**src/rtl/mco_pkg.sv**
```systemverilog
`default_nettype none

package mco_pkg;

  // Input item function codes.
  localparam logic FUNC_START = 1'b0;
  localparam logic FUNC_STEP  = 1'b1;

  // Default widths.
  localparam int COORD_WIDTH_DEF  = 16;
  localparam int RADIUS_WIDTH_DEF = 13;

  // Entries in the queue between the front and the back end.
  localparam int QUEUE_DEPTH = 2;

  // Symmetric points per octant set, and the index width that walks them.
  localparam int PTS    = 8;
  localparam int PTS_IW = $clog2(PTS);

  // Per point k, bit k of each mask: swap u and v, negate x, negate y.
  // Order: (u,v) (v,u) (v,-u) (u,-v) (-u,-v) (-v,-u) (-v,u) (-u,v).
  localparam logic [PTS-1:0] PT_SWAP = 8'b0110_0110;
  localparam logic [PTS-1:0] PT_NEGX = 8'b1111_0000;
  localparam logic [PTS-1:0] PT_NEGY = 8'b0011_1100;

  // Control part of one queued job.
  typedef struct packed {
    logic pts;   // 1: emit eight points, 0: emit one done marker
    logic done;  // outline complete after this job
  } mco_ctl_t;

endpackage

`default_nettype wire

```
**src/rtl/mco_queue.sv**
```systemverilog
`default_nettype none

module mco_queue #(
  parameter int W     = 8,
  parameter int DEPTH = 2
) (
  input  wire logic         clk,
  input  wire logic         rst_n,
  input  wire logic         push,
  input  wire logic [W-1:0] din,
  output logic              full,
  input  wire logic         pop,
  output logic [W-1:0]      dout,
  output logic              nempty
);

  localparam int PW = (DEPTH > 1) ? $clog2(DEPTH) : 1;
  localparam int CW = $clog2(DEPTH + 1);

  logic [W-1:0]  slot_r [DEPTH];
  logic [PW-1:0] wr_ptr_r, wr_ptr_nxt;
  logic [PW-1:0] rd_ptr_r, rd_ptr_nxt;
  logic [CW-1:0] cnt_r,    cnt_nxt;

  assign full   = (cnt_r == CW'(DEPTH));
  assign nempty = (cnt_r != '0);
  assign dout   = slot_r[rd_ptr_r];

  always_comb begin
    wr_ptr_nxt = wr_ptr_r;
    rd_ptr_nxt = rd_ptr_r;
    cnt_nxt    = cnt_r;
    if (push) begin
      wr_ptr_nxt = (wr_ptr_r == PW'(DEPTH - 1)) ? '0 : wr_ptr_r + 1'b1;
    end
    if (pop) begin
      rd_ptr_nxt = (rd_ptr_r == PW'(DEPTH - 1)) ? '0 : rd_ptr_r + 1'b1;
    end
    if (push && !pop) begin
      cnt_nxt = cnt_r + 1'b1;
    end else if (pop && !push) begin
      cnt_nxt = cnt_r - 1'b1;
    end
  end

  always_ff @(posedge clk) begin
    if (!rst_n) begin
      wr_ptr_r <= '0;
      rd_ptr_r <= '0;
      cnt_r    <= '0;
    end else begin
      wr_ptr_r <= wr_ptr_nxt;
      rd_ptr_r <= rd_ptr_nxt;
      cnt_r    <= cnt_nxt;
    end
  end

  always_ff @(posedge clk) begin
    if (push) begin
      slot_r[wr_ptr_r] <= din;
    end
  end

endmodule

`default_nettype wire

```
**src/rtl/mco_front.sv**
```systemverilog
`default_nettype none

module mco_front #(
  parameter int COORD_WIDTH  = mco_pkg::COORD_WIDTH_DEF,
  parameter int RADIUS_WIDTH = mco_pkg::RADIUS_WIDTH_DEF
) (
  input  wire logic                           clk,
  input  wire logic                           rst_n,
  input  wire logic                           in_valid,
  output logic                                in_stall,
  input  wire logic                           in_func,
  input  wire logic signed [COORD_WIDTH-2:0]  in_center_x,
  input  wire logic signed [COORD_WIDTH-2:0]  in_center_y,
  input  wire logic        [RADIUS_WIDTH-1:0] in_radius,
  input  wire logic                           q_full,
  output logic                                q_push,
  output mco_pkg::mco_ctl_t                   job_ctl,
  output logic signed [COORD_WIDTH-2:0]       job_cx,
  output logic signed [COORD_WIDTH-2:0]       job_cy,
  output logic        [RADIUS_WIDTH-1:0]      job_u,
  output logic        [RADIUS_WIDTH-1:0]      job_v
);

  import mco_pkg::*;

  // The decision variable stays within a few times the radius.
  localparam int DW = RADIUS_WIDTH + 3;

  logic signed [COORD_WIDTH-2:0]  cx_r,     cx_nxt;
  logic signed [COORD_WIDTH-2:0]  cy_r,     cy_nxt;
  logic        [RADIUS_WIDTH-1:0] u_r,      u_nxt;
  logic        [RADIUS_WIDTH-1:0] v_r,      v_nxt;
  logic signed [DW-1:0]           dec_r,    dec_nxt;
  logic                           active_r, active_nxt;
  logic                           accept;
  logic signed [DW-1:0]           two_u;
  logic signed [DW-1:0]           two_v;

  assign in_stall = q_full;
  assign accept   = in_valid && !q_full;
  assign q_push   = accept;

  assign two_u = $signed({2'b00, u_r, 1'b0});
  assign two_v = $signed({2'b00, v_r, 1'b0});

  always_comb begin
    cx_nxt     = cx_r;
    cy_nxt     = cy_r;
    u_nxt      = u_r;
    v_nxt      = v_r;
    dec_nxt    = dec_r;
    active_nxt = active_r;
    job_ctl.pts  = 1'b1;
    job_ctl.done = 1'b0;
    if (in_func == FUNC_START) begin
      cx_nxt     = in_center_x;
      cy_nxt     = in_center_y;
      u_nxt      = '0;
      v_nxt      = in_radius;
      dec_nxt    = DW'(1) - $signed({3'b000, in_radius});
      active_nxt = 1'b1;
      job_ctl.done = (in_radius == '0);
    end else if (!active_r || (u_r >= v_r)) begin
      // Nothing left to draw: a single done marker.
      job_ctl.pts  = 1'b0;
      job_ctl.done = 1'b1;
    end else begin
      u_nxt = u_r + 1'b1;
      if (dec_r[DW-1]) begin
        dec_nxt = dec_r + two_u + DW'(3);
      end else begin
        dec_nxt = dec_r + (two_u - two_v) + DW'(5);
        v_nxt   = v_r - 1'b1;
      end
      job_ctl.done = (u_nxt >= v_nxt);
    end
  end

  assign job_cx = cx_nxt;
  assign job_cy = cy_nxt;
  assign job_u  = u_nxt;
  assign job_v  = v_nxt;

  always_ff @(posedge clk) begin
    if (!rst_n) begin
      cx_r     <= '0;
      cy_r     <= '0;
      u_r      <= '0;
      v_r      <= '0;
      dec_r    <= '0;
      active_r <= 1'b0;
    end else if (accept) begin
      cx_r     <= cx_nxt;
      cy_r     <= cy_nxt;
      u_r      <= u_nxt;
      v_r      <= v_nxt;
      dec_r    <= dec_nxt;
      active_r <= active_nxt;
    end
  end

endmodule

`default_nettype wire

```
**src/rtl/mco_back.sv**
```systemverilog
`default_nettype none

module mco_back #(
  parameter int COORD_WIDTH  = mco_pkg::COORD_WIDTH_DEF,
  parameter int RADIUS_WIDTH = mco_pkg::RADIUS_WIDTH_DEF
) (
  input  wire logic                           clk,
  input  wire logic                           rst_n,
  input  wire logic                           q_nempty,
  output logic                                q_pop,
  input  wire mco_pkg::mco_ctl_t              head_ctl,
  input  wire logic signed [COORD_WIDTH-2:0]  head_cx,
  input  wire logic signed [COORD_WIDTH-2:0]  head_cy,
  input  wire logic        [RADIUS_WIDTH-1:0] head_u,
  input  wire logic        [RADIUS_WIDTH-1:0] head_v,
  output logic                                out_valid,
  input  wire logic                           out_stall,
  output logic signed [COORD_WIDTH-1:0]       out_point_x,
  output logic signed [COORD_WIDTH-1:0]       out_point_y,
  output logic                                out_point_valid,
  output logic                                out_last_of_run,
  output logic                                out_done_res
);

  import mco_pkg::*;

  logic                           busy_r;
  logic [PTS_IW-1:0]              k_r;
  logic signed [COORD_WIDTH-2:0]  cx_r;
  logic signed [COORD_WIDTH-2:0]  cy_r;
  logic        [RADIUS_WIDTH-1:0] u_r;
  logic        [RADIUS_WIDTH-1:0] v_r;
  logic                           done_r;
  logic                           out_valid_r;
  logic signed [COORD_WIDTH-1:0]  px_r, py_r;
  logic                           pv_r, last_r, dres_r;

  logic                           adv;
  logic                           emit;
  logic [PTS_IW-1:0]              k_sel;
  logic signed [COORD_WIDTH-2:0]  cx_sel, cy_sel;
  logic        [RADIUS_WIDTH-1:0] u_sel, v_sel, a_sel, b_sel;
  logic signed [COORD_WIDTH-1:0]  cx_ext, cy_ext;
  logic signed [COORD_WIDTH-1:0]  a_ext, b_ext;
  logic signed [COORD_WIDTH-1:0]  px_calc, py_calc;
  logic                           pv_calc, last_calc, dres_calc;

  // The output register moves when it is empty or being taken.
  assign adv   = !out_valid_r || !out_stall;
  assign emit  = adv && (busy_r || q_nempty);
  assign q_pop = adv && !busy_r && q_nempty;

  // The first point of a job comes straight from the queue head.
  assign k_sel  = busy_r ? k_r  : '0;
  assign cx_sel = busy_r ? cx_r : head_cx;
  assign cy_sel = busy_r ? cy_r : head_cy;
  assign u_sel  = busy_r ? u_r  : head_u;
  assign v_sel  = busy_r ? v_r  : head_v;

  assign a_sel  = PT_SWAP[k_sel] ? v_sel : u_sel;
  assign b_sel  = PT_SWAP[k_sel] ? u_sel : v_sel;
  assign cx_ext = COORD_WIDTH'(cx_sel);
  assign cy_ext = COORD_WIDTH'(cy_sel);
  assign a_ext  = $signed(COORD_WIDTH'(a_sel));
  assign b_ext  = $signed(COORD_WIDTH'(b_sel));

  always_comb begin
    pv_calc   = busy_r || head_ctl.pts;
    last_calc = busy_r ? (k_r == PTS_IW'(PTS - 1)) : !head_ctl.pts;
    dres_calc = busy_r ? done_r : head_ctl.done;
    if (pv_calc) begin
      px_calc = PT_NEGX[k_sel] ? (cx_ext - a_ext) : (cx_ext + a_ext);
      py_calc = PT_NEGY[k_sel] ? (cy_ext - b_ext) : (cy_ext + b_ext);
    end else begin
      px_calc = '0;
      py_calc = '0;
    end
  end

  always_ff @(posedge clk) begin
    if (!rst_n) begin
      busy_r      <= 1'b0;
      k_r         <= '0;
      out_valid_r <= 1'b0;
    end else if (adv) begin
      out_valid_r <= emit;
      if (busy_r) begin
        k_r <= k_r + 1'b1;
        if (k_r == PTS_IW'(PTS - 1)) begin
          busy_r <= 1'b0;
        end
      end else if (q_nempty) begin
        busy_r <= head_ctl.pts;
        k_r    <= PTS_IW'(1);
      end
    end
  end

  always_ff @(posedge clk) begin
    if (q_pop) begin
      cx_r   <= head_cx;
      cy_r   <= head_cy;
      u_r    <= head_u;
      v_r    <= head_v;
      done_r <= head_ctl.done;
    end
    if (emit) begin
      px_r   <= px_calc;
      py_r   <= py_calc;
      pv_r   <= pv_calc;
      last_r <= last_calc;
      dres_r <= dres_calc;
    end
  end

  assign out_valid       = out_valid_r;
  assign out_point_x     = px_r;
  assign out_point_y     = py_r;
  assign out_point_valid = pv_r;
  assign out_last_of_run = last_r;
  assign out_done_res    = dres_r;

endmodule

`default_nettype wire

```
**src/rtl/midpoint_circle_outline.sv**
```systemverilog
// Midpoint circle outline generator. A start item (func 0) loads a center
// and a radius and yields the eight symmetric outline points of (0, radius);
// each step item (func 1) runs one integer midpoint iteration and yields the
// next eight points, in the order (u,v), (v,u), (v,-u), (u,-v), (-u,-v),
// (-v,-u), (-v,u), (-u,v), each offset by the center and wrapped to
// COORD_WIDTH bits. Points on the axes and the diagonal are repeated, not
// filtered. A step once the outline is complete, or before any start, yields
// a single item with point_valid low and done_res high. The last item of
// each run carries last_of_run. A front end takes one item per cycle while
// the queue is not full and updates the circle state at once; a two-entry
// queue feeds a back end that sends one point per cycle through its output
// register while out_stall is low, so a start or step item yields eight
// output items and a done marker one. The front end can take new items while
// the back end still expands an earlier job; an item's first point passes
// through the queue and the output register. There are no configuration
// registers, and reset clears the circle state so that no circle is running.

`default_nettype none

module midpoint_circle_outline #(
  parameter int COORD_WIDTH  = mco_pkg::COORD_WIDTH_DEF,
  parameter int RADIUS_WIDTH = mco_pkg::RADIUS_WIDTH_DEF
) (
  input  wire logic                           clk,
  input  wire logic                           rst_n,
  input  wire logic                           in_valid,
  output logic                                in_stall,
  input  wire logic                           in_func,
  input  wire logic signed [COORD_WIDTH-2:0]  in_center_x,
  input  wire logic signed [COORD_WIDTH-2:0]  in_center_y,
  input  wire logic        [RADIUS_WIDTH-1:0] in_radius,
  output logic                                out_valid,
  input  wire logic                           out_stall,
  output logic signed [COORD_WIDTH-1:0]       out_point_x,
  output logic signed [COORD_WIDTH-1:0]       out_point_y,
  output logic                                out_point_valid,
  output logic                                out_last_of_run,
  output logic                                out_done_res
);

  import mco_pkg::*;

  // One queued job: control flags, center and the (u, v) pair to mirror.
  localparam int JOB_W = $bits(mco_ctl_t) + 2 * (COORD_WIDTH - 1) + 2 * RADIUS_WIDTH;

  logic                           q_push, q_pop, q_full, q_nempty;
  logic [JOB_W-1:0]               q_din, q_dout;

  mco_ctl_t                       job_ctl, head_ctl;
  logic signed [COORD_WIDTH-2:0]  job_cx, job_cy, head_cx, head_cy;
  logic        [RADIUS_WIDTH-1:0] job_u, job_v, head_u, head_v;

  // The front end classifies each item and advances the midpoint state.
  mco_front #(
    .COORD_WIDTH  (COORD_WIDTH),
    .RADIUS_WIDTH (RADIUS_WIDTH)
  ) u_front (
    .clk         (clk),
    .rst_n       (rst_n),
    .in_valid    (in_valid),
    .in_stall    (in_stall),
    .in_func     (in_func),
    .in_center_x (in_center_x),
    .in_center_y (in_center_y),
    .in_radius   (in_radius),
    .q_full      (q_full),
    .q_push      (q_push),
    .job_ctl     (job_ctl),
    .job_cx      (job_cx),
    .job_cy      (job_cy),
    .job_u       (job_u),
    .job_v       (job_v)
  );

  assign q_din = {job_ctl, job_cx, job_cy, job_u, job_v};

  mco_queue #(
    .W     (JOB_W),
    .DEPTH (QUEUE_DEPTH)
  ) u_queue (
    .clk    (clk),
    .rst_n  (rst_n),
    .push   (q_push),
    .din    (q_din),
    .full   (q_full),
    .pop    (q_pop),
    .dout   (q_dout),
    .nempty (q_nempty)
  );

  assign {head_ctl, head_cx, head_cy, head_u, head_v} = q_dout;

  // The back end expands each job into its points, one per cycle unless out_stall holds it.
  mco_back #(
    .COORD_WIDTH  (COORD_WIDTH),
    .RADIUS_WIDTH (RADIUS_WIDTH)
  ) u_back (
    .clk             (clk),
    .rst_n           (rst_n),
    .q_nempty        (q_nempty),
    .q_pop           (q_pop),
    .head_ctl        (head_ctl),
    .head_cx         (head_cx),
    .head_cy         (head_cy),
    .head_u          (head_u),
    .head_v          (head_v),
    .out_valid       (out_valid),
    .out_stall       (out_stall),
    .out_point_x     (out_point_x),
    .out_point_y     (out_point_y),
    .out_point_valid (out_point_valid),
    .out_last_of_run (out_last_of_run),
    .out_done_res    (out_done_res)
  );

endmodule

`default_nettype wire
```
**config.mk**
```make
export PLATFORM = sky130hd
export DESIGN_NAME = midpoint_circle_outline
export DESIGN_NICKNAME = d
export VERILOG_FILES = /design/src/rtl/mco_pkg.sv /design/src/rtl/mco_queue.sv /design/src/rtl/mco_front.sv /design/src/rtl/mco_back.sv /design/src/rtl/midpoint_circle_outline.sv
export SDC_FILE = /design/constraint.sdc
export NUM_CORES = 1
export LEC_CHECK = 0
export BUFFER_PORTS_ARGS = -buffer_cell sky130_fd_sc_hd__buf_2
export CAP_MARGIN = 20
export CORE_UTILIZATION = 55
export CTS_CLUSTER_DIAMETER = 100
export CTS_CLUSTER_SIZE = 40
export DETAILED_ROUTE_END_ITERATION = 7
export HOLD_SLACK_MARGIN = 0.1
export PLACE_DENSITY = 0.72
export SLEW_MARGIN = 20
export SYNTH_ARGS = -nofsm -noshare
export SYNTH_HDL_FRONTEND = slang
export SYNTH_HIERARCHICAL = 1
export SYNTH_SLANG_ARGS = --single-unit
```
**constraint.sdc**
```tcl
create_clock -name clk -period 4.1 [get_ports clk]
set_input_delay 0 -clock clk [delete_from_list [all_inputs] [get_ports clk]]
set_output_delay 0 -clock clk [all_outputs]
set_load 0.01 [all_outputs]
```
==> results.yml <==
floorplan:
  die_span_y_um: 180
  num_io_pins: 85
  starting_density_of_the_core: 0.566
  die_width_um: 180
  floorplan_die_area_mm2: 0.0325
  std_cell_rows: 64
  core_mm2: 0.0309
timing:
  final.min_clock_period_ns: 3.99
  final.hold.worst_slack_ns: 0.243
  fin_crit_sh: 0.974
  timing.slew.headroom: 0.268
  timing_max_transition_violations_final: 0
  clock.fmax_mhz: 250
  rsz0062_at_grt: "true"
  setup_slack_ns: 0.105
  worstMarginPinSlew_ns: 1.10
  fin_worst_skew_ns: 0.0372
  timing.final.hold_violations: 0
  final-setup-viol-count: 0
clock_network:
  cts_tree: "done"
  h-tree-depth: 1
  number_of_buffers_created_by_cts: 14
  clk_latency_ns: 0.53
  ctsLongestPathBuffers: 3
  clock_tree.root_cell: "sky130_fd_sc_hd__clkbuf_16"
  cts.sinks: 291
  path_clk_slew_ns: 0.14
drt:
  first_iter_violations: 994
  vias: 13172
  average_wire_per_standard_cell_um: 19.1
  drt-vias-per-instance: 5.96
  drt-total-wl_um: 42300
  drtAntennaViolNets: 0
  drt-pass1-iter-count: 5
  post-route-drc-count: 0
worst_setup_path:
  largest_delay_share_family_worst_path: "compound AO/OA/AOI/OAI gates"
  timing.critical_path.slowest_stage_cell: "sky130_fd_sc_hd__o41a_1"
  worstSetupPathType: "register to register"
  worst-endpoint-required_ns: 4.34
  start_kind: "register"
  critPathArrivalTime_ns: 4.23
  critical-path-max-stage-delay_ns: 0.43
  critical_path.cell_chain: "buf_12 > buf_4 > mux2_4 > nor3_4 > o22ai_2 > mux2i_1 > and2_4 > a21oi_1 > xor2_1 > nand2_1 > o21ai_0 > ha_1 > o21ai_1 > nand2b_1 > o311a_1 > o41a_1 > a311oi_2 > xor2_1 > nor2_1"
  crit_fanout: 5
  setup.worst_path.end_class: "register"
  cp.buffers_inverters: 2
  crit_top_cell: "sky130_fd_sc_hd__xor2_1"
logic_synthesis:
  synth-warning-count: 6
  synthCells: 1635
  mean_area_per_synthesized_cell_um2: 10.7
  synth.cell_area_mm2: 0.0175
  synth-edff-count: 208
  synth_seq_area_share: 0.452
  post_synthesis_net_count: 1805
  synth.distinct_cells: 78
  synth-async-reset-ratio: 0
  synth_flop_cell: "sky130_fd_sc_hd__edfxtp_1"
  ys_ff_latch: 291
layout:
  final_layout_size_suffix_gt1_frac: 0.229
  insertedDiodeCount: 0
  flow.area_growth_from_synthesis_pct: 15.5
  nNetsFinal: 1975
job:
  number_of_maximum_capacitance_violations: 0
placement:
  final_gp_congestion: 0.902
  buffer_ports.inserted: 84
  place_hpwl_um: 30000
  dp_slack_ns: -0.0457
pwr:
  leakage_power_nw: 8.17
  power.density_cell_area_mw_per_mm2: 735
  vdd_ir_max_uv: 367
  post-layout-total-power_mw: 14.9
global_route:
  grt_pass1_wl_um: 65500
  via_count_of_the_first_global_routing_pass: 12300
  grt_util_met1: 0.362
  grt_remaining_overflow: 0
  grt.met3_usage: 0.0228
  grtUsageMet2: 0.404
  grt-busiest-layer: "met2"
  grt_start_max_net_pins: 89
  overall_routing_resource_usage: 0.252
  grt_antenna_before_repair: 0
worst_hold_path:
  hold_path_class: "primary input to register"
outcome:
  status: "complete, no violations"
cells in the mapped netlist (all sizes together), types with 9 or more instances:
cell type | count | area [um^2]
a21o | 35 | 263
and2 | 15 | 93.8
nand3 | 15 | 75.1
buf | 24 | 139
xnor2 | 72 | 638
nand2b | 13 | 81.3
nor3 | 39 | 200
edfxtp | 208 | 6250
mux2i | 37 | 387
dfxtp | 83 | 1660
o32ai | 11 | 96.3
o21ai | 69 | 345
and3 | 12 | 75.1
nor2 | 136 | 510
a211oi | 18 | 135
ha | 117 | 1460
a21oi | 141 | 706
nand2 | 125 | 469
o211ai | 9 | 72.6
nor2b | 19 | 119
mux2 | 129 | 1540
nor3b | 10 | 75.1
clkbuf | 46 | 176
inv | 44 | 165
xor2 | 63 | 552
o21a | 16 | 120
or3 | 11 | 83.8
o31ai | 11 | 110
sequential cells by signal, summed over array words and instances, names as in the netlist, 15 cells and up, named ones only:
register,flops
u_queue/slot_r,116
u_back/out_point_x,16
u_back/out_point_y,16
u_front/dec_r,16
u_back/cx_r,15
u_back/cy_r,15
u_front/cx_r,15
u_front/cy_r,15
worst paths after layout:
check                                                   start                              endpoint  slack [ns]  cells after the start
worst min register to register  u_front/cy_r[10]$_SDFFE_PN0P_         u_front/cy_r[10]$_SDFFE_PN0P_        0.46                      2
worst max-delay path                                 register  u_back/out_point_x[14]$_SDFFCE_PN0P_        0.11                     19
worst max register to register                       register  u_back/out_point_x[14]$_SDFFCE_PN0P_        0.11                     19
worst min-delay path                           in_center_y[5]          u_front/cy_r[5]$_SDFFE_PN0P_        0.24                      4
tightest hold or removal path, stage by stage:
cell                            delay [ns]
sky130_fd_sc_hd__dlygate4sd3_1        0.53
sky130_fd_sc_hd__buf_2                0.12
sky130_fd_sc_hd__nand2_1              0.05
sky130_fd_sc_hd__a21oi_1              0.05
where the power goes:
| group | leakage, nW | internal [mW] | total, mW | switching [mW] |
|---|---|---|---|---|
| registers | 2.68 | 4.29 | 4.59 | 0.304 |
| clock network | 0.245 | 0.744 | 1.79 | 1.04 |
| logic | 5.25 | 3.83 | 8.47 | 4.64 |
| total | 8.17 | 8.87 | 14.9 | 5.99 |
cells in the final DEF (no fill, tap or decap), types with 63 or more instances in the layout:
| cell type | synthesis | final |
|---|---|---|
| sky130_fd_sc_hd__o21ai_0 | 69 | 63 |
| sky130_fd_sc_hd__nand2_1 | 125 | 124 |
| sky130_fd_sc_hd__dfxtp_1 | 83 | 73 |
| sky130_fd_sc_hd__a21oi_1 | 141 | 134 |
| sky130_fd_sc_hd__buf_4 | 3 | 83 |
| sky130_fd_sc_hd__nor2_1 | 136 | 131 |
| sky130_fd_sc_hd__xor2_1 | 63 | 63 |
| sky130_fd_sc_hd__edfxtp_1 | 208 | 208 |
| sky130_fd_sc_hd__buf_2 | 6 | 83 |
| sky130_fd_sc_hd__ha_1 | 117 | 108 |
| sky130_fd_sc_hd__mux2_2 | 107 | 101 |
| sky130_fd_sc_hd__xnor2_1 | 71 | 71 |
area by class of cell:
type / count / area (um^2)
fillers: 2380 / 10700
clock inverters: 8 / 141
flip-flops and latches: 291 / 7930
well taps: 396 / 495
repair buffers: 224 / 1680
clock buffers: 16 / 379
multi-input cells: 1229 / 9420
inverters: 45 / 169
through the flow:
stage	std cells	instance area, um^2	setup TNS, ns	util
finish	2209	20200	0	0.654
global route	2209	20200	-0.184	0.654
CTS	2195	19800	0	0.641
detailed placement	2121	18800	-0.124	0.607
global placement	2121	18800	0	0.607
floorplan	1635	17500	-0.0159	-
cell families after synthesis:
kind of cell	after synthesis	synth area share
AO/OA/AOI/OAI	373	0.136
XOR/XNOR	135	0.0680
flip-flops	291	0.452
buffers and inverters	115	0.0277
adder cells (fa/ha/maj)	122	0.0894
multiplexers	166	0.110
AND/OR/NAND/NOR	433	0.117
metal layers:
layer  up-vias  part of all wire
met5         -                 0
met4         0             0.031
met3        73             0.061
met2       434              0.46
met1      6321              0.45
li1       6344                 -
what timing repair did:
action	in CTS	in global routing
hold buffers	48	0
buffers inserted	2	14
endpoints found under the setup margin	6	12
endpoints found under the hold margin	162	0
resized for setup	6	77
pin swaps	2	30
No activity file was read; power rests on OpenSTA's default activity.
